File: config.mk
export PLATFORM = sky130hd
export DESIGN_NAME = ipv4_fragment_planner_core
export DESIGN_NICKNAME = d
export VERILOG_FILES = /design/src/rtl/ipv4fp_pkg.sv /design/src/rtl/ipv4fp_ctrl.sv /design/src/rtl/ipv4fp_dp.sv /design/src/rtl/ipv4_fragment_planner_core.sv
export SDC_FILE = /design/constraint.sdc
export NUM_CORES = 1
export LEC_CHECK = 0
export BUFFER_PORTS_ARGS = -buffer_cell sky130_fd_sc_hd__buf_4
export CORE_MARGIN = 1.5
export CORE_UTILIZATION = 50
export CTS_CLUSTER_SIZE = 16
export DETAILED_ROUTE_END_ITERATION = 8
export PLACE_DENSITY = 0.72
export SLEW_MARGIN = 20
export SYNTH_ARGS = -nofsm -noshare
export SYNTH_HDL_FRONTEND = slang
export SYNTH_SLANG_ARGS = --single-unit
File: constraint.sdc
create_clock -name i_clk -period 8.15 [get_ports i_clk]
set_clock_uncertainty 0.2 [all_clocks]
set_input_delay 0 -clock i_clk [delete_from_list [all_inputs] [get_ports i_clk]]
set_output_delay 0 -clock i_clk [all_outputs]
set_load 0.05 [all_outputs]
File: src/rtl/ipv4fp_pkg.sv
// Shared constants, result kinds and control/status types for the IPv4 fragment planner.
package ipv4fp_pkg;

    localparam int MAX_FRAGMENTS = 64;
    localparam int PORT_BITS     = 4;
    localparam int PCNT_W        = PORT_BITS + 1;
    localparam int LEN_W         = 16;
    localparam int HDR_W         = 6;
    localparam int KIND_W        = 3;
    localparam int PROD_W        = LEN_W + 7;

    localparam logic [PCNT_W-1:0] PORT_COUNT_RST = PCNT_W'(4);
    localparam logic [PROD_W-1:0] FRAG_MULT      = PROD_W'(MAX_FRAGMENTS);

    // input tdata layout
    localparam int IN_DATA_W = 48;
    localparam int IN_TOT_LO = 0;
    localparam int IN_HDR_LO = IN_TOT_LO + LEN_W;
    localparam int IN_MTU_LO = IN_HDR_LO + HDR_W;
    localparam int IN_DF_BIT = IN_MTU_LO + LEN_W;
    localparam int IN_MF_BIT = IN_DF_BIT + 1;
    localparam int IN_PRT_LO = IN_MF_BIT + 1;

    // output tdata layout
    localparam int OUT_DATA_W = 40;
    localparam int OUT_USED_W = 2 * LEN_W + 2 + PORT_BITS;

    localparam logic [KIND_W-1:0] KIND_WHOLE   = 3'd0;
    localparam logic [KIND_W-1:0] KIND_FRAG    = 3'd1;
    localparam logic [KIND_W-1:0] KIND_ICMP    = 3'd2;
    localparam logic [KIND_W-1:0] KIND_BADPORT = 3'd3;
    localparam logic [KIND_W-1:0] KIND_BADSIZE = 3'd4;

    typedef struct packed {
        logic              load;
        logic              single;
        logic              start;
        logic              advance;
        logic [KIND_W-1:0] kind;
    } t_cmd;

    typedef struct packed {
        logic fits;
        logic mtu_low;
        logic df;
        logic too_many;
        logic port_ok;
        logic out_last;
    } t_status;

endpackage

File: src/rtl/ipv4fp_ctrl.sv
// Controller: accepts a header, classifies it and sequences the result transfers.
module ipv4fp_ctrl (
    input  logic               i_clk,
    input  logic               i_rst_n,
    input  logic               i_s_valid,
    output logic               o_s_ready,
    output logic               o_m_valid,
    input  logic               i_m_ready,
    input  ipv4fp_pkg::t_status i_status,
    output ipv4fp_pkg::t_cmd    o_cmd
);

    localparam logic [1:0] S_IDLE = 2'd0;
    localparam logic [1:0] S_EVAL = 2'd1;
    localparam logic [1:0] S_OUT  = 2'd2;

    logic [1:0] r_state;
    logic [1:0] n_state;

    assign o_s_ready = (r_state == S_IDLE);
    assign o_m_valid = (r_state == S_OUT);

    always_comb begin
        n_state       = r_state;
        o_cmd         = '0;
        o_cmd.kind    = ipv4fp_pkg::KIND_WHOLE;
        case (r_state)
            S_IDLE: begin
                if (i_s_valid) begin
                    o_cmd.load = 1'b1;
                    n_state    = S_EVAL;
                end
            end
            S_EVAL: begin
                n_state = S_OUT;
                // priority follows the datagram checks: fit, size, DF, count, port
                if (i_status.fits) begin
                    o_cmd.single = 1'b1;
                    o_cmd.kind   = i_status.port_ok ? ipv4fp_pkg::KIND_WHOLE
                                                    : ipv4fp_pkg::KIND_BADPORT;
                end else if (i_status.mtu_low) begin
                    o_cmd.single = 1'b1;
                    o_cmd.kind   = ipv4fp_pkg::KIND_BADSIZE;
                end else if (i_status.df) begin
                    o_cmd.single = 1'b1;
                    o_cmd.kind   = ipv4fp_pkg::KIND_ICMP;
                end else if (i_status.too_many) begin
                    o_cmd.single = 1'b1;
                    o_cmd.kind   = ipv4fp_pkg::KIND_BADSIZE;
                end else if (!i_status.port_ok) begin
                    o_cmd.single = 1'b1;
                    o_cmd.kind   = ipv4fp_pkg::KIND_BADPORT;
                end else begin
                    o_cmd.start = 1'b1;
                    o_cmd.kind  = ipv4fp_pkg::KIND_FRAG;
                end
            end
            S_OUT: begin
                if (i_m_ready) begin
                    if (i_status.out_last) begin
                        n_state = S_IDLE;
                    end else begin
                        o_cmd.advance = 1'b1;
                        o_cmd.kind    = ipv4fp_pkg::KIND_FRAG;
                    end
                end
            end
            default: begin
                n_state = S_IDLE;
            end
        endcase
    end

    always_ff @(posedge i_clk) begin
        if (!i_rst_n) begin
            r_state <= S_IDLE;
        end else begin
            r_state <= n_state;
        end
    end

endmodule

File: src/rtl/ipv4fp_dp.sv
// Datapath: header registers, size checks, fragment offset walk and result registers.
module ipv4fp_dp (
    input  logic                                i_clk,
    input  logic                                i_rst_n,
    input  ipv4fp_pkg::t_cmd                    i_cmd,
    output ipv4fp_pkg::t_status                 o_status,
    input  logic                                i_cfg_wr_en,
    input  logic [ipv4fp_pkg::PCNT_W-1:0]       i_cfg_wr_data,
    input  logic [ipv4fp_pkg::LEN_W-1:0]        i_datagram_length,
    input  logic [ipv4fp_pkg::HDR_W-1:0]        i_header_length,
    input  logic [ipv4fp_pkg::LEN_W-1:0]        i_link_mtu,
    input  logic                                i_dont_fragment,
    input  logic                                i_more_fragments_in,
    input  logic [ipv4fp_pkg::PORT_BITS-1:0]    i_egress_port,
    output logic [ipv4fp_pkg::KIND_W-1:0]       o_kind,
    output logic [ipv4fp_pkg::LEN_W-1:0]        o_frag_length,
    output logic [ipv4fp_pkg::LEN_W-1:0]        o_frag_offset,
    output logic                                o_more_fragments_out,
    output logic                                o_final_mark,
    output logic [ipv4fp_pkg::PORT_BITS-1:0]    o_out_port,
    output logic                                o_last
);

    logic [ipv4fp_pkg::PCNT_W-1:0]    r_port_count;
    logic [ipv4fp_pkg::LEN_W-1:0]     r_total;
    logic [ipv4fp_pkg::HDR_W-1:0]     r_hdr;
    logic [ipv4fp_pkg::LEN_W-1:0]     r_mtu;
    logic                             r_df;
    logic                             r_mfin;
    logic [ipv4fp_pkg::PORT_BITS-1:0] r_port;
    logic [ipv4fp_pkg::LEN_W-1:0]     r_step;
    logic [ipv4fp_pkg::LEN_W-1:0]     r_payload;
    logic [ipv4fp_pkg::LEN_W-1:0]     r_rem;
    logic [ipv4fp_pkg::LEN_W-1:0]     r_off;

    logic [ipv4fp_pkg::KIND_W-1:0]    r_kind;
    logic [ipv4fp_pkg::LEN_W-1:0]     r_len;
    logic [ipv4fp_pkg::LEN_W-1:0]     r_offo;
    logic                             r_mf;
    logic                             r_fin;
    logic [ipv4fp_pkg::PORT_BITS-1:0] r_oport;
    logic                             r_last;

    logic [ipv4fp_pkg::LEN_W-1:0]     n_rem;
    logic [ipv4fp_pkg::LEN_W-1:0]     n_off;
    logic                             frag_last;
    logic [ipv4fp_pkg::PROD_W-1:0]    step_cap;

    assign step_cap = {{(ipv4fp_pkg::PROD_W - ipv4fp_pkg::LEN_W){1'b0}}, r_step}
                      * ipv4fp_pkg::FRAG_MULT;

    assign o_status.fits     = (r_total <= r_mtu);
    assign o_status.mtu_low  = (r_mtu <= {{(ipv4fp_pkg::LEN_W - ipv4fp_pkg::HDR_W){1'b0}}, r_hdr});
    assign o_status.df       = r_df;
    // n > MAX_FRAGMENTS exactly when payload exceeds MAX_FRAGMENTS * step
    assign o_status.too_many = ({{(ipv4fp_pkg::PROD_W - ipv4fp_pkg::LEN_W){1'b0}}, r_payload}
                                > step_cap);
    assign o_status.port_ok  = ({1'b0, r_port} < r_port_count);
    assign o_status.out_last = r_last;

    // remaining payload from this fragment on; the last one holds at most one step
    always_comb begin
        n_rem     = i_cmd.start ? r_payload : (r_rem - r_step);
        n_off     = i_cmd.start ? '0 : (r_off + r_step);
        frag_last = (n_rem <= r_step);
    end

    always_ff @(posedge i_clk) begin
        if (!i_rst_n) begin
            r_port_count <= ipv4fp_pkg::PORT_COUNT_RST;
        end else if (i_cfg_wr_en) begin
            r_port_count <= i_cfg_wr_data;
        end
    end

    always_ff @(posedge i_clk) begin
        if (i_cmd.load) begin
            r_total   <= i_datagram_length;
            r_hdr     <= i_header_length;
            r_mtu     <= i_link_mtu;
            r_df      <= i_dont_fragment;
            r_mfin    <= i_more_fragments_in;
            r_port    <= i_egress_port;
            r_step    <= i_link_mtu
                         - {{(ipv4fp_pkg::LEN_W - ipv4fp_pkg::HDR_W){1'b0}}, i_header_length};
            r_payload <= i_datagram_length
                         - {{(ipv4fp_pkg::LEN_W - ipv4fp_pkg::HDR_W){1'b0}}, i_header_length};
        end
        if (i_cmd.single) begin
            r_kind  <= i_cmd.kind;
            r_len   <= r_total;
            r_offo  <= '0;
            r_mf    <= (i_cmd.kind == ipv4fp_pkg::KIND_WHOLE) & r_mfin;
            r_fin   <= (i_cmd.kind == ipv4fp_pkg::KIND_WHOLE);
            r_oport <= (i_cmd.kind == ipv4fp_pkg::KIND_ICMP) ? '0 : r_port;
            r_last  <= 1'b1;
        end else if (i_cmd.start || i_cmd.advance) begin
            r_rem   <= n_rem;
            r_off   <= n_off;
            r_kind  <= ipv4fp_pkg::KIND_FRAG;
            r_len   <= frag_last
                       ? (n_rem + {{(ipv4fp_pkg::LEN_W - ipv4fp_pkg::HDR_W){1'b0}}, r_hdr})
                       : r_mtu;
            r_offo  <= n_off;
            r_mf    <= frag_last ? r_mfin : 1'b1;
            r_fin   <= 1'b0;
            r_oport <= r_port;
            r_last  <= frag_last;
        end
    end

    assign o_kind               = r_kind;
    assign o_frag_length        = r_len;
    assign o_frag_offset        = r_offo;
    assign o_more_fragments_out = r_mf;
    assign o_final_mark         = r_fin;
    assign o_out_port           = r_oport;
    assign o_last               = r_last;

endmodule

File: src/rtl/ipv4_fragment_planner_core.sv
// Top level of the IPv4 fragment planner: controller plus datapath.
//
//  channel   | direction | handshake               | contents
//  s_axis    | in        | tvalid/tready           | one datagram header per transfer
//  m_axis    | out       | tvalid/tready, tlast    | one result per transfer, kind in tuser
//  cfg       | in        | wr_en, no wait          | port_count
//
// A header is taken while the block is idle, classified in the next cycle, and its first
// result is presented in the cycle after. Each further fragment is presented in the cycle
// after the previous result transfer. The fragment walk steps one offset add per result.
// Reset (synchronous, active low) returns to idle with port_count = 4.
// A stalled result holds its fields; no new header is taken until the last transfer.
module ipv4_fragment_planner_core (
    input  logic                                 i_clk,
    input  logic                                 i_rst_n,
    input  logic                                 i_s_axis_tvalid,
    output logic                                 o_s_axis_tready,
    // datagram_length[15:0], header_length[21:16], link_mtu[37:22],
    // dont_fragment[38], more_fragments_in[39], egress_port[43:40], zero fill
    input  logic [ipv4fp_pkg::IN_DATA_W-1:0]     i_s_axis_tdata,
    output logic                                 o_m_axis_tvalid,
    input  logic                                 i_m_axis_tready,
    // frag_length[15:0], frag_offset[31:16], more_fragments_out[32],
    // final_mark[33], out_port[37:34], zero fill
    output logic [ipv4fp_pkg::OUT_DATA_W-1:0]    o_m_axis_tdata,
    // kind[2:0]
    output logic [ipv4fp_pkg::KIND_W-1:0]        o_m_axis_tuser,
    output logic                                 o_m_axis_tlast,
    input  logic                                 i_cfg_wr_en,
    input  logic [ipv4fp_pkg::PCNT_W-1:0]        i_cfg_wr_data
);

    ipv4fp_pkg::t_cmd    cmd;
    ipv4fp_pkg::t_status status;

    logic [ipv4fp_pkg::LEN_W-1:0]     frag_length;
    logic [ipv4fp_pkg::LEN_W-1:0]     frag_offset;
    logic                             more_fragments_out;
    logic                             final_mark;
    logic [ipv4fp_pkg::PORT_BITS-1:0] out_port;

    ipv4fp_ctrl u_ctrl (
        .i_clk     (i_clk),
        .i_rst_n   (i_rst_n),
        .i_s_valid (i_s_axis_tvalid),
        .o_s_ready (o_s_axis_tready),
        .o_m_valid (o_m_axis_tvalid),
        .i_m_ready (i_m_axis_tready),
        .i_status  (status),
        .o_cmd     (cmd)
    );

    ipv4fp_dp u_dp (
        .i_clk                (i_clk),
        .i_rst_n              (i_rst_n),
        .i_cmd                (cmd),
        .o_status             (status),
        .i_cfg_wr_en          (i_cfg_wr_en),
        .i_cfg_wr_data        (i_cfg_wr_data),
        .i_datagram_length    (i_s_axis_tdata[ipv4fp_pkg::IN_TOT_LO +: ipv4fp_pkg::LEN_W]),
        .i_header_length      (i_s_axis_tdata[ipv4fp_pkg::IN_HDR_LO +: ipv4fp_pkg::HDR_W]),
        .i_link_mtu           (i_s_axis_tdata[ipv4fp_pkg::IN_MTU_LO +: ipv4fp_pkg::LEN_W]),
        .i_dont_fragment      (i_s_axis_tdata[ipv4fp_pkg::IN_DF_BIT]),
        .i_more_fragments_in  (i_s_axis_tdata[ipv4fp_pkg::IN_MF_BIT]),
        .i_egress_port        (i_s_axis_tdata[ipv4fp_pkg::IN_PRT_LO +: ipv4fp_pkg::PORT_BITS]),
        .o_kind               (o_m_axis_tuser),
        .o_frag_length        (frag_length),
        .o_frag_offset        (frag_offset),
        .o_more_fragments_out (more_fragments_out),
        .o_final_mark         (final_mark),
        .o_out_port           (out_port),
        .o_last               (o_m_axis_tlast)
    );

    assign o_m_axis_tdata = {{(ipv4fp_pkg::OUT_DATA_W - ipv4fp_pkg::OUT_USED_W){1'b0}},
                             out_port, final_mark, more_fragments_out,
                             frag_offset, frag_length};

endmodule

* After elaboration in Yosys (flattened, before gate mapping)
Cells that the tools add are included.
** Storage, ports and cells
- Bits in registers :: 157
- Output and inout port bits :: 46
- Logic and storage cells :: 85
** Operators by class
- Add/sub/neg operators :: 5
- $lt $le $gt $ge :: 5
- Equal/unequal tests :: 6
- Multiplexer cells :: 42
- Bitwise logic cells :: 2
- Reduce and logical (&&, ||, !) cells :: 6
** Operators by type and width (count)
- 16-bit two-way mux :: 5
- 16-bit less-or-equal comparator :: 2
- 16-bit by 6-bit subtractor with 16-bit output :: 2
- 16-bit by 22-bit greater-than comparator with 1-bit output :: 1
- 4-bit two-way mux :: 5
- 1-bit two-way mux :: 18
- 3-bit two-way mux :: 6
- 16-bit adder :: 1
- 16-bit by 6-bit adder with 16-bit output :: 1
- 16-bit by 6-bit less-or-equal comparator with 1-bit output :: 1
- 16-bit subtractor :: 1
- 2-bit two-way mux :: 6
- 2-bit case mux with 3 select lines :: 1
- 3-bit case mux with 2 select lines :: 1
- 4-bit by 5-bit less-than comparator with 1-bit output :: 1
- 2-bit by 1-bit inequality test with 1-bit output (second input constant) :: 2
- 3-bit by 2-bit == test with 1-bit output (second input constant) :: 1
- 3-bit zero test :: 1
- 3-bit AND reduction :: 1
- 2-bit by 1-bit == test with 1-bit output (second input constant) :: 1
- 2-bit == test (second input constant) :: 1
- 2-bit zero test :: 1
- 2-bit inequality test (second input constant) :: 1
- 2-bit AND reduction :: 1
- 4 further kinds :: 4

* Logic depth before layout (Yosys ltp)
Gate-level depths: netlist of the first run.
- Depth in word-level cells :: 12
- Gate-level depth with buffers :: 24
- Mapped depth without buffers :: 21

* By module
From an unflattened synthesis of the first run, not the netlist that was laid out.
** Second synthesis, totals
- Cells, all modules :: 897
- Area, all modules :: 9631.7 µm²
** By module, submodules not included
- ipv4fp_dp :: instances 1, cells each 858, area each 9346.5 µm², seq. area each 4434.3 µm²
- ipv4fp_ctrl :: instances 1, cells each 34, area each 251.5 µm², seq. area each 40.0 µm²
- ipv4_fragment_planner_core :: instances 1, cells each 5, area each 33.8 µm², seq. area each 0.0 µm²

* Worst setup path after synthesis of the first run
No wires, ideal clock.
- Path kind :: flip-flop to flip-flop
- Start :: register u_dp.r_step[1] (netlist name)
- End :: register u_dp.r_len, in the netlist u_dp.o_frag_length[9] (data pin)
- Setup time :: 0.255 ns
- Arrival :: 4.330 ns
- Data required time :: 7.695 ns
- Setup slack :: 3.364 ns
- Cell stages (with the launch flop) :: 23
- Cell sequence :: edfxtp_1 inv_1 ha_1 nor2b_1 o211ai_1 a21oi_1 o21ai_2 or4b_4 nor2_2 buf_6 buf_2 nand2_1 o21ai_0 ha_1 a21o_1 a2111oi_0 nor2_1 nor4_1 o31ai_1 nand2_1 clkbuf_1 o21ai_0 o22a_2
** On the way
- Longest elaborated chain between the ends :: 11
- Elaborated cells between the ends (all ways) :: 17
** Ends and longest elaborated chain
- start, declared :: line ipv4fp_dp.sv:31 : logic [ipv4fp_pkg::LEN_W-1:0] r_step;
- start signal, assigned :: line ipv4fp_dp.sv:84 : r_step <= i_link_mtu
- 16-bit by 22-bit greater-than comparator with 1-bit output :: line ipv4fp_dp.sv:57 : > step_cap);
- 1-bit two-way mux :: line ipv4fp_ctrl.sv:47 : end else if (i_status.too_many) begin
- 1-bit two-way mux :: line ipv4fp_ctrl.sv:44 : end else if (i_status.df) begin
- 1-bit two-way mux :: line ipv4fp_ctrl.sv:41 : end else if (i_status.mtu_low) begin
- 1-bit two-way mux :: line ipv4fp_ctrl.sv:37 : if (i_status.fits) begin
- 2-bit two-way mux :: line ipv4fp_ctrl.sv:27 : case (r_state)
- 16-bit two-way mux (*) :: line ipv4fp_dp.sv:63 : n_rem = i_cmd.start ? r_payload : (r_rem - r_step);
- via u_dp.n_rem (one bit) :: line ipv4fp_dp.sv:44 : logic [ipv4fp_pkg::LEN_W-1:0] n_rem;
- 16-bit by 6-bit adder with 16-bit output or 16-bit less-or-equal comparator (tied branches) :: line ipv4fp_dp.sv:102, ipv4fp_dp.sv:65
- 16-bit two-way mux (*) :: line ipv4fp_dp.sv:102 : ? (n_rem + {{(ipv4fp_pkg::LEN_W - ipv4fp_pkg::HDR_W){1'b0}}, r_hdr})
- 16-bit two-way mux (*) :: line ipv4fp_dp.sv:97 : end else if (i_cmd.start || i_cmd.advance) begin
- 16-bit two-way mux (*) :: line ipv4fp_dp.sv:89 : if (i_cmd.single) begin
- end signal, assigned :: line ipv4fp_dp.sv:91 : r_len <= r_total;
- end signal, assigned :: line ipv4fp_dp.sv:101 : r_len <= frag_last
- end, declared :: line ipv4fp_dp.sv:37 : logic [ipv4fp_pkg::LEN_W-1:0] r_len;
The timed path passes the listed nets; every way through them passes the cells marked *. The select of a mux whose other input is x is not followed.
A chain may end at the register's enable or synchronous reset.

* Worst setup path in the final report of the first run
- Start :: register u_dp.r_mtu[3] (netlist name)
- End :: register u_dp.r_len, in the netlist u_dp.o_frag_length[2] (data pin)
** On the way
- Longest elaborated chain between the ends :: 9
- Elaborated cells between the ends (all ways) :: 13
** Ends and longest elaborated chain
- start, declared :: line ipv4fp_dp.sv:27 : logic [ipv4fp_pkg::LEN_W-1:0] r_mtu;
- start signal, assigned :: line ipv4fp_dp.sv:80 : r_mtu <= i_link_mtu;
- 16-bit by 6-bit less-or-equal comparator with 1-bit output :: line ipv4fp_dp.sv:53 : assign o_status.mtu_low = (r_mtu <= {{(ipv4fp_pkg::LEN_W - ipv4fp_pkg::HDR_W){1'b0}}, r_hdr});
- 1-bit two-way mux :: line ipv4fp_ctrl.sv:41
- 1-bit two-way mux (*) :: line ipv4fp_ctrl.sv:37
- 2-bit two-way mux (*) :: line ipv4fp_ctrl.sv:27
- 16-bit two-way mux (*) :: line ipv4fp_dp.sv:63
- via u_dp.n_rem (one bit) :: line ipv4fp_dp.sv:44
- 16-bit by 6-bit adder with 16-bit output or 16-bit less-or-equal comparator (tied branches) :: line ipv4fp_dp.sv:102, ipv4fp_dp.sv:65
- 16-bit two-way mux (*) :: line ipv4fp_dp.sv:102
- 16-bit two-way mux (*) :: line ipv4fp_dp.sv:97
- 16-bit two-way mux (*) :: line ipv4fp_dp.sv:89
Marks and branches as above.

==> results.cfg, run 1 <==
[outcome]
status = finished, final reports clean

[place]
dp_slack_ns = 2.31
place.gp.congestion = 0.885
placed_cell_area_mm2 = 0.0105
portBuffers = 97
place_hpwl_um = 16500

[timing]
setup_viol = 0
min_period_ns = 6.09
tightest_slew_ns = 1.05
finalHoldViolCount = 0
fin_hold_ws_ns = 0.0920
fmax_ghz = 0.164
rsz0062_at_grt = no
slew_headroom_pct = 29.7
fin_crit_sh_pct = 74.8
tns_ns = 0
slew_viol_final = 0
fin_ws_ns = 2.06

[synthesis]
async_reset_ff_share_pct = 0
synth_edf_count = 133
synthCells = 888
syn_avg_cell_area_um2 = 10.7
synthFlopType = edfxtp_1
synth.distinct_cells = 73
ys_seq_area_share_pct = 46.9
synth.ff_latch_count = 157
ys.warnings.count = 0
syn_area_mm2 = 0.00953

[grt]
grt_pass1_wl_um = 35900
grt_usage_pct = 23.6
antenna_found_initial = 0
grt_max_degree = 77
grt_pass1_vias = 7160
grt-ovfl-total = 0

[setup_path]
crit_family = compound AO/OA/AOI/OAI gates
required_ns = 8.14
rr_worst_depth = 18
crit_type = reg -> reg
worst_setup_path_start_kind = register
cp-end-kind = register
crit_cells = 18
critPathSlowestCell = nand2_1
worstPathArrival_ns = 6.08
path_max_fanout = 29
path_cells = ha_1 -> nand2_1 -> nor3_1 -> o2111ai_1 -> a21oi_1 -> or4b_4 -> nor2_2 -> buf_4 -> o21ai_0 -> ha_1 -> a21o_1 -> a2111oi_0 -> nor2_1 -> nor4_1 -> o31ai_1 -> nand2_1 -> o21ai_0 -> mux2_2
slowest_delay_ns = 0.75
worst-path-buf-inv = 1

[floorplan]
start_util_pct = 51.0
die_w_um = 141
placementRows = 50
core_mm2 = 0.0187
die_area_mm2 = 0.0199
io_pins = 104
die_h_um = 141

[cells_and_area]
area_growth_pct = 23.2
post_route_cells_drive_above_1_share_pct = 15.4
diodes = 0
fill_cells = 1471
fin_nets = 1221
design_area_mm2 = 0.0117
layout_common_cells = edfxtp_1 (133), ha_1 (103), buf_4 (102)
utilization_pct = 62.8
layout_commonest_cell = edfxtp_1

[clocking]
clock_latency_ns = 0.43
cts_setup_buffers = 0
cts_resized = 0
clkSinkCount = 157
cts_buffers = 17
clk_path_buf_depth = 2
root_buffer = clkbuf_16
clkTransAtPathRegs_ns = 0.07
cts_tree = done
htreeDepth = 4

[flow_run]
cap_violations = 0

[power_and_ir_drop]
power_density_mw_per_mm2 = 224
power_leakage_nw = 5.06
irDropWorstVdd_uv = 147

[route]
route.vias.total = 7130
firstDrtPassIters = 7
wl_per_cell_um = 17.5
drcViolationCount = 0
route.met2.wl_um = 11200
wirelength_um = 22800
drt_iter0_drc = 544
wl_met3_um = 936
top_layer_used = met4
final_antenna_net_count = 0
vias_per_cell = 5.48
wl_met1_um = 9860

[worst_hold_path]
hold_path.class = in -> reg
min_path_cells = 2
sequential cells by signal (all words and copies together) (netlist names), 5 cells and up:
| signal | count |
|---|---|
| u_dp.o_frag_length | 16 |
| u_dp.o_frag_offset | 16 |
| u_dp.r_hdr | 6 |
| u_dp.r_mtu | 16 |
| u_dp.r_off | 16 |
| u_dp.r_payload | 16 |
| u_dp.r_port_count | 5 |
| u_dp.r_rem | 16 |
| u_dp.r_step | 16 |
| u_dp.r_total | 16 |
stage by stage:
stage / cells / total power, W
finish: 1302 / 0.00263
global route: 1302 / 0.00276
CTS: 1302 / 0.00264
detailed placement: 1205 / 0.00181
global placement: 1205 / 0.00179
floorplan: 889 / 0.00159
power by group:
part | leakage, nW | internal, W | switching, W
combinational | 3.33 | 0.000319 | 0.000496
sequential | 1.44 | 0.000980 | 0.0000378
clock | 0.288 | 0.000456 | 0.000340
cell families (layout without fill, tap and decap cells):
| logic type | after synthesis | after routing | share of synthesized area [%] |
|---|---|---|---|
| AND/OR/NAND/NOR | 246 | 246 | 13.3 |
| AO/OA/AOI/OAI | 202 | 202 | 13.6 |
| flip-flops | 157 | 157 | 46.9 |
| adder cells (fa/ha/maj) | 108 | 108 | 14.6 |
| buffers and inverters | 96 | 275 | 4.06 |
| XOR/XNOR | 65 | 65 | 5.97 |
| multiplexers | 13 | 13 | 1.60 |
| other | 1 | 2 | 0.0393 |
cell type report:
| type | instances | area (um2) | area share (%) |
|---|---|---|---|
| multi-input combinational | 636 | 4690 | 39.9 |
| sequential | 157 | 4470 | 38.1 |
| timing repair buffer | 167 | 1420 | 12.1 |
| clock buffer | 17 | 425 | 3.62 |
| tap | 234 | 293 | 2.49 |
| inverter | 76 | 285 | 2.43 |
| clock inverter | 15 | 163 | 1.39 |
path summary, 6_finish.rpt:
check | end | slack [ns] | startpoint
setup / recovery | u_dp.o_frag_length[2]$_DFFE_PP_ | 2.06 | u_dp.r_mtu[3]$_DFFE_PP_
hold / removal | u_dp.r_df$_DFFE_PP_ | 0.09 | i_s_axis_tdata[38]
setup reg to reg | u_dp.o_frag_length[2]$_DFFE_PP_ | 2.06 | u_dp.r_mtu[3]$_DFFE_PP_
hold reg to reg | u_dp.o_frag_offset[12]$_SDFFE_PP0P_ | 0.26 | u_dp.o_frag_offset[12]$_SDFFE_PP0P_
routing by layer:
layer / track usage, % / vias to the layer above
li1: - / 3543
met1: 28.9 / 3335
met2: 40.8 / 204
met3: 3.84 / 48
met4: 11.2 / 0
met5: 0 / -
synth_stat cells (all sizes together) (4+ instances only):
library cell | n | area (um2)
and2 | 12 | 76.3
clkbuf | 12 | 45.0
xor2 | 35 | 307
nand4 | 8 | 50.1
nor2b | 15 | 93.8
mux2i | 8 | 92.6
nor3 | 14 | 81.3
inv | 76 | 285
o31ai | 5 | 37.5
fa | 5 | 100
a211o | 4 | 35.0
edfxtp | 133 | 3990
o21ai | 41 | 216
xnor2 | 30 | 263
and4 | 4 | 35.0
dfxtp | 24 | 480
or3 | 5 | 31.3
a21oi | 72 | 364
o21bai | 8 | 60.1
nor2 | 81 | 312
nand2b | 10 | 62.6
a211oi | 6 | 45.0
nor4 | 9 | 62.6
o211ai | 7 | 52.6
nand2 | 57 | 221
ha | 103 | 1290
nand3 | 7 | 35.0
and3 | 8 | 50.1
buf | 8 | 56.3
o21a | 6 | 45.0
a21o | 26 | 195
mux2 | 5 | 60.1
what timing repair did:
action / 4_1_cts / 5_1_grt
hold endpoints to repair: 89 / 0
hold buffers: 65 / 0
endpoints found under the setup margin: 0 / 0
Power figures use the tool's default switching activity.
==> run 2: changes to the inputs <==
--- a/config.mk
+++ b/config.mk
@@ -5,12 +5,13 @@
 export SDC_FILE = /design/constraint.sdc
 export NUM_CORES = 1
 export LEC_CHECK = 0
+export ABC_AREA = 1
 export BUFFER_PORTS_ARGS = -buffer_cell sky130_fd_sc_hd__buf_4
 export CORE_MARGIN = 1.5
 export CORE_UTILIZATION = 50
 export CTS_CLUSTER_SIZE = 16
 export DETAILED_ROUTE_END_ITERATION = 8
-export PLACE_DENSITY = 0.72
+export PLACE_DENSITY = 0.74
 export SLEW_MARGIN = 20
 export SYNTH_ARGS = -nofsm -noshare
 export SYNTH_HDL_FRONTEND = slang
==> constraint.sdc (replaced) <==
create_clock -name i_clk -period 5.6 [get_ports i_clk]
set_clock_uncertainty 0.2 [all_clocks]
set_input_delay 0 -clock i_clk [delete_from_list [all_inputs] [get_ports i_clk]]
set_output_delay 0 -clock i_clk [all_outputs]
set_load 0.05 [all_outputs]
==> run 2 against run 1 <==
Non-clock buffer count is the same. Routed wire length increased by 9.4%. Die area is 3.4% higher. Register-to-register slack got worse by 1.7 ns. Area after synthesis up 3.5%. Combinational power grew 90%. Via count up 12%. Largest power group unchanged.
==> results.cfg, run 2 <==
[grt]
grt-ovfl-total = 0
grt_usage_pct = 25.1
grt_pass1_wl_um = 39200
grt_max_degree = 45
grt_pass1_vias = 7796
antenna_found_initial = 0

[clocking]
clock_latency_ns = 0.45
cts_buffers = 17
clk_path_buf_depth = 2
clkSinkCount = 157
clkTransAtPathRegs_ns = 0.08
root_buffer = clkbuf_16
cts_tree = done
cts_setup_buffers = 0
htreeDepth = 4

[timing]
rsz0062_at_grt = no
tightest_slew_ns = 1.02
finalHoldViolCount = 0
fin_crit_sh_pct = 93.5
tns_ns = 0
min_period_ns = 5.23
slew_viol_final = 0
setup_viol = 0
fin_ws_ns = 0.365
slew_headroom_pct = 32.2
fmax_ghz = 0.191

[synthesis]
synthTopCellsByArea = edfxtp_1 (40%), ha_1 (13%), nand2_1 (7.5%)
ys_seq_area_share_pct = 45.4
async_reset_ff_share_pct = 0
netlist.area_leader.share_pct = 40.5
ys.warnings.count = 0
yosys-top-cells-count = nand2_1 (198), inv_1 (158), edfxtp_1 (133)
yosys.area.top_type = edfxtp_1
syn_area_mm2 = 0.00986
synthFlopType = edfxtp_1
synthCells = 1066
synth.distinct_cells = 50
synth.ff_latch_count = 157
synthMostInstantiatedCell = nand2_1
syn_avg_cell_area_um2 = 9.25
synth_edf_count = 133

[setup_path]
worst_setup_path_start_kind = register
path_max_fanout = 15
crit_type = reg -> reg
cp-end-kind = register
worst-r2r-setup-slack_ns = 0.37
worstPathArrival_ns = 5.21
required_ns = 5.57

[power_and_ir_drop]
sequentialPowerShare_pct = 36.3
power_density_mw_per_mm2 = 352
swShare_pct = 39.0
irDropWorstVdd_uv = 218
internal_power_w = 0.00261
combinationalPowerShare_pct = 36.3
clkPwrFrac_pct = 27.3
power_leakage_nw = 5.56
switchingPower_w = 0.00166

[flow_run]
cap_violations = 0

[route]
route.vias.total = 7964
drcViolationCount = 0
wl_per_cell_um = 16.4
drt_iter0_drc = 660
final_antenna_net_count = 0
wirelength_um = 24900
firstDrtPassIters = 7
vias_per_cell = 5.24

[floorplan]
placementRows = 51
die_h_um = 143
die_w_um = 143
die_area_mm2 = 0.0206
start_util_pct = 50.9
io_pins = 104
core_mm2 = 0.0194

[cells_and_area]
layout_common_cells = nand2_1 (198), inv_1 (157), edfxtp_1 (133)
utilization_pct = 62.5
fin_nets = 1406
layout_commonest_cell = nand2_1
design_area_mm2 = 0.0121
fill_cells = 1589
final_cell_count_no_fill = 1519
area_growth_pct = 23.0
post_route_cells_drive_above_1_share_pct = 16.0

[place]
place.gp.congestion = 0.866
dp_slack_ns = 0.566
placed_cell_area_mm2 = 0.0109
portBuffers = 97
place_hpwl_um = 18000
dp.cells = 1422

[worst_hold_path]
hold_path.class = in -> reg

[outcome]
status = finished, final reports clean
-- run 2: final timing paths --
kind	startpoint	end	depth (start not counted)
worst min-delay path	i_s_axis_tdata[43]	u_dp.r_port[3]$_DFFE_PP_	2
worst max-delay path	u_dp.r_mtu[15]$_DFFE_PP_	u_dp.o_frag_length[5]$_DFFE_PP_	23
worst min register to register	u_dp.o_frag_offset[15]$_SDFFE_PP0P_	u_dp.o_frag_offset[15]$_SDFFE_PP0P_	2
worst max register to register	u_dp.r_mtu[15]$_DFFE_PP_	u_dp.o_frag_length[5]$_DFFE_PP_	23
-- run 2: per-layer routing --
| layer | share of wire, % | GRT usage [%] | up-vias |
|---|---|---|---|
| li1 | - | - | 3944 |
| met1 | 42 | 32.0 | 3705 |
| met2 | 50 | 43.0 | 271 |
| met3 | 5.5 | 4.87 | 44 |
| met4 | 2.0 | 8.11 | 0 |
| met5 | 0 | 0 | - |
-- run 2: kinds of logic after synthesis --
kind of cell	share of synthesized area, %
buf+inv	7.24
xor+xnor	4.44
other cells	0.0380
fa+ha+maj	14.1
simple gates	20.2
flops	45.4
compound gates	8.64
-- run 2: worst max-delay path: stages (launching register included) --
cell and delay [ns]:
edfxtp_1 0.38, inv_1 0.12, ha_1 0.28, a21oi_1 0.19
o21ai_0 0.12, a21oi_1 0.31, nand2_2 0.12, nand2_2 0.12
nor2_4 0.05, nand3_4 0.17, inv_2 0.17, o21ai_0 0.55
ha_1 0.37, a21oi_1 0.13, o21a_1 0.14, o221ai_1 0.14
nand2_1 0.10, nand4_1 0.07, nand2_1 0.23, inv_2 0.13
nor2_2 0.43, inv_1 0.20, o22ai_1 0.17, a31oi_1 0.06
-- run 2: final cells by class --
class	instances	area, um2	share of cell area, %
sequential	157	4470	36.9
inverter	168	633	5.22
multi-input combinational	729	4680	38.6
clock inverter	15	169	1.39
tap	265	332	2.73
antenna	1	2.50	0.0206
timing repair buffer	167	1410	11.7
clock buffer	17	425	3.51
-- run 2: timing repair --
action / 4_1_cts / 5_1_grt
setup endpoints to repair: 0 / 0
resized for setup: 0 / 0
hold endpoints to repair: 90 / 0
hold buffers: 64 / 0
-- run 2: power by group through the flow --
stage / sequential (W) / combinational [W] / clock [W]
after global placement: 0.00157 / 0.00146 / 0
after floorplan: 0.00174 / 0.000905 / 0
after global routing: 0.00156 / 0.00171 / 0.00123
final: 0.00155 / 0.00155 / 0.00117
after CTS: 0.00155 / 0.00154 / 0.00118
after detailed placement: 0.00158 / 0.00149 / 0
-- run 2: per-stage QoR --
step           hold slack (ns)  total power, W
5_1_grt                 0.0644         0.00451
6_report                0.0741         0.00427
3_3_place_gp           -0.0218         0.00303
4_1_cts                 0.0676         0.00427
2_1_floorplan           -0.101         0.00265
3_5_place_dp           -0.0207         0.00306
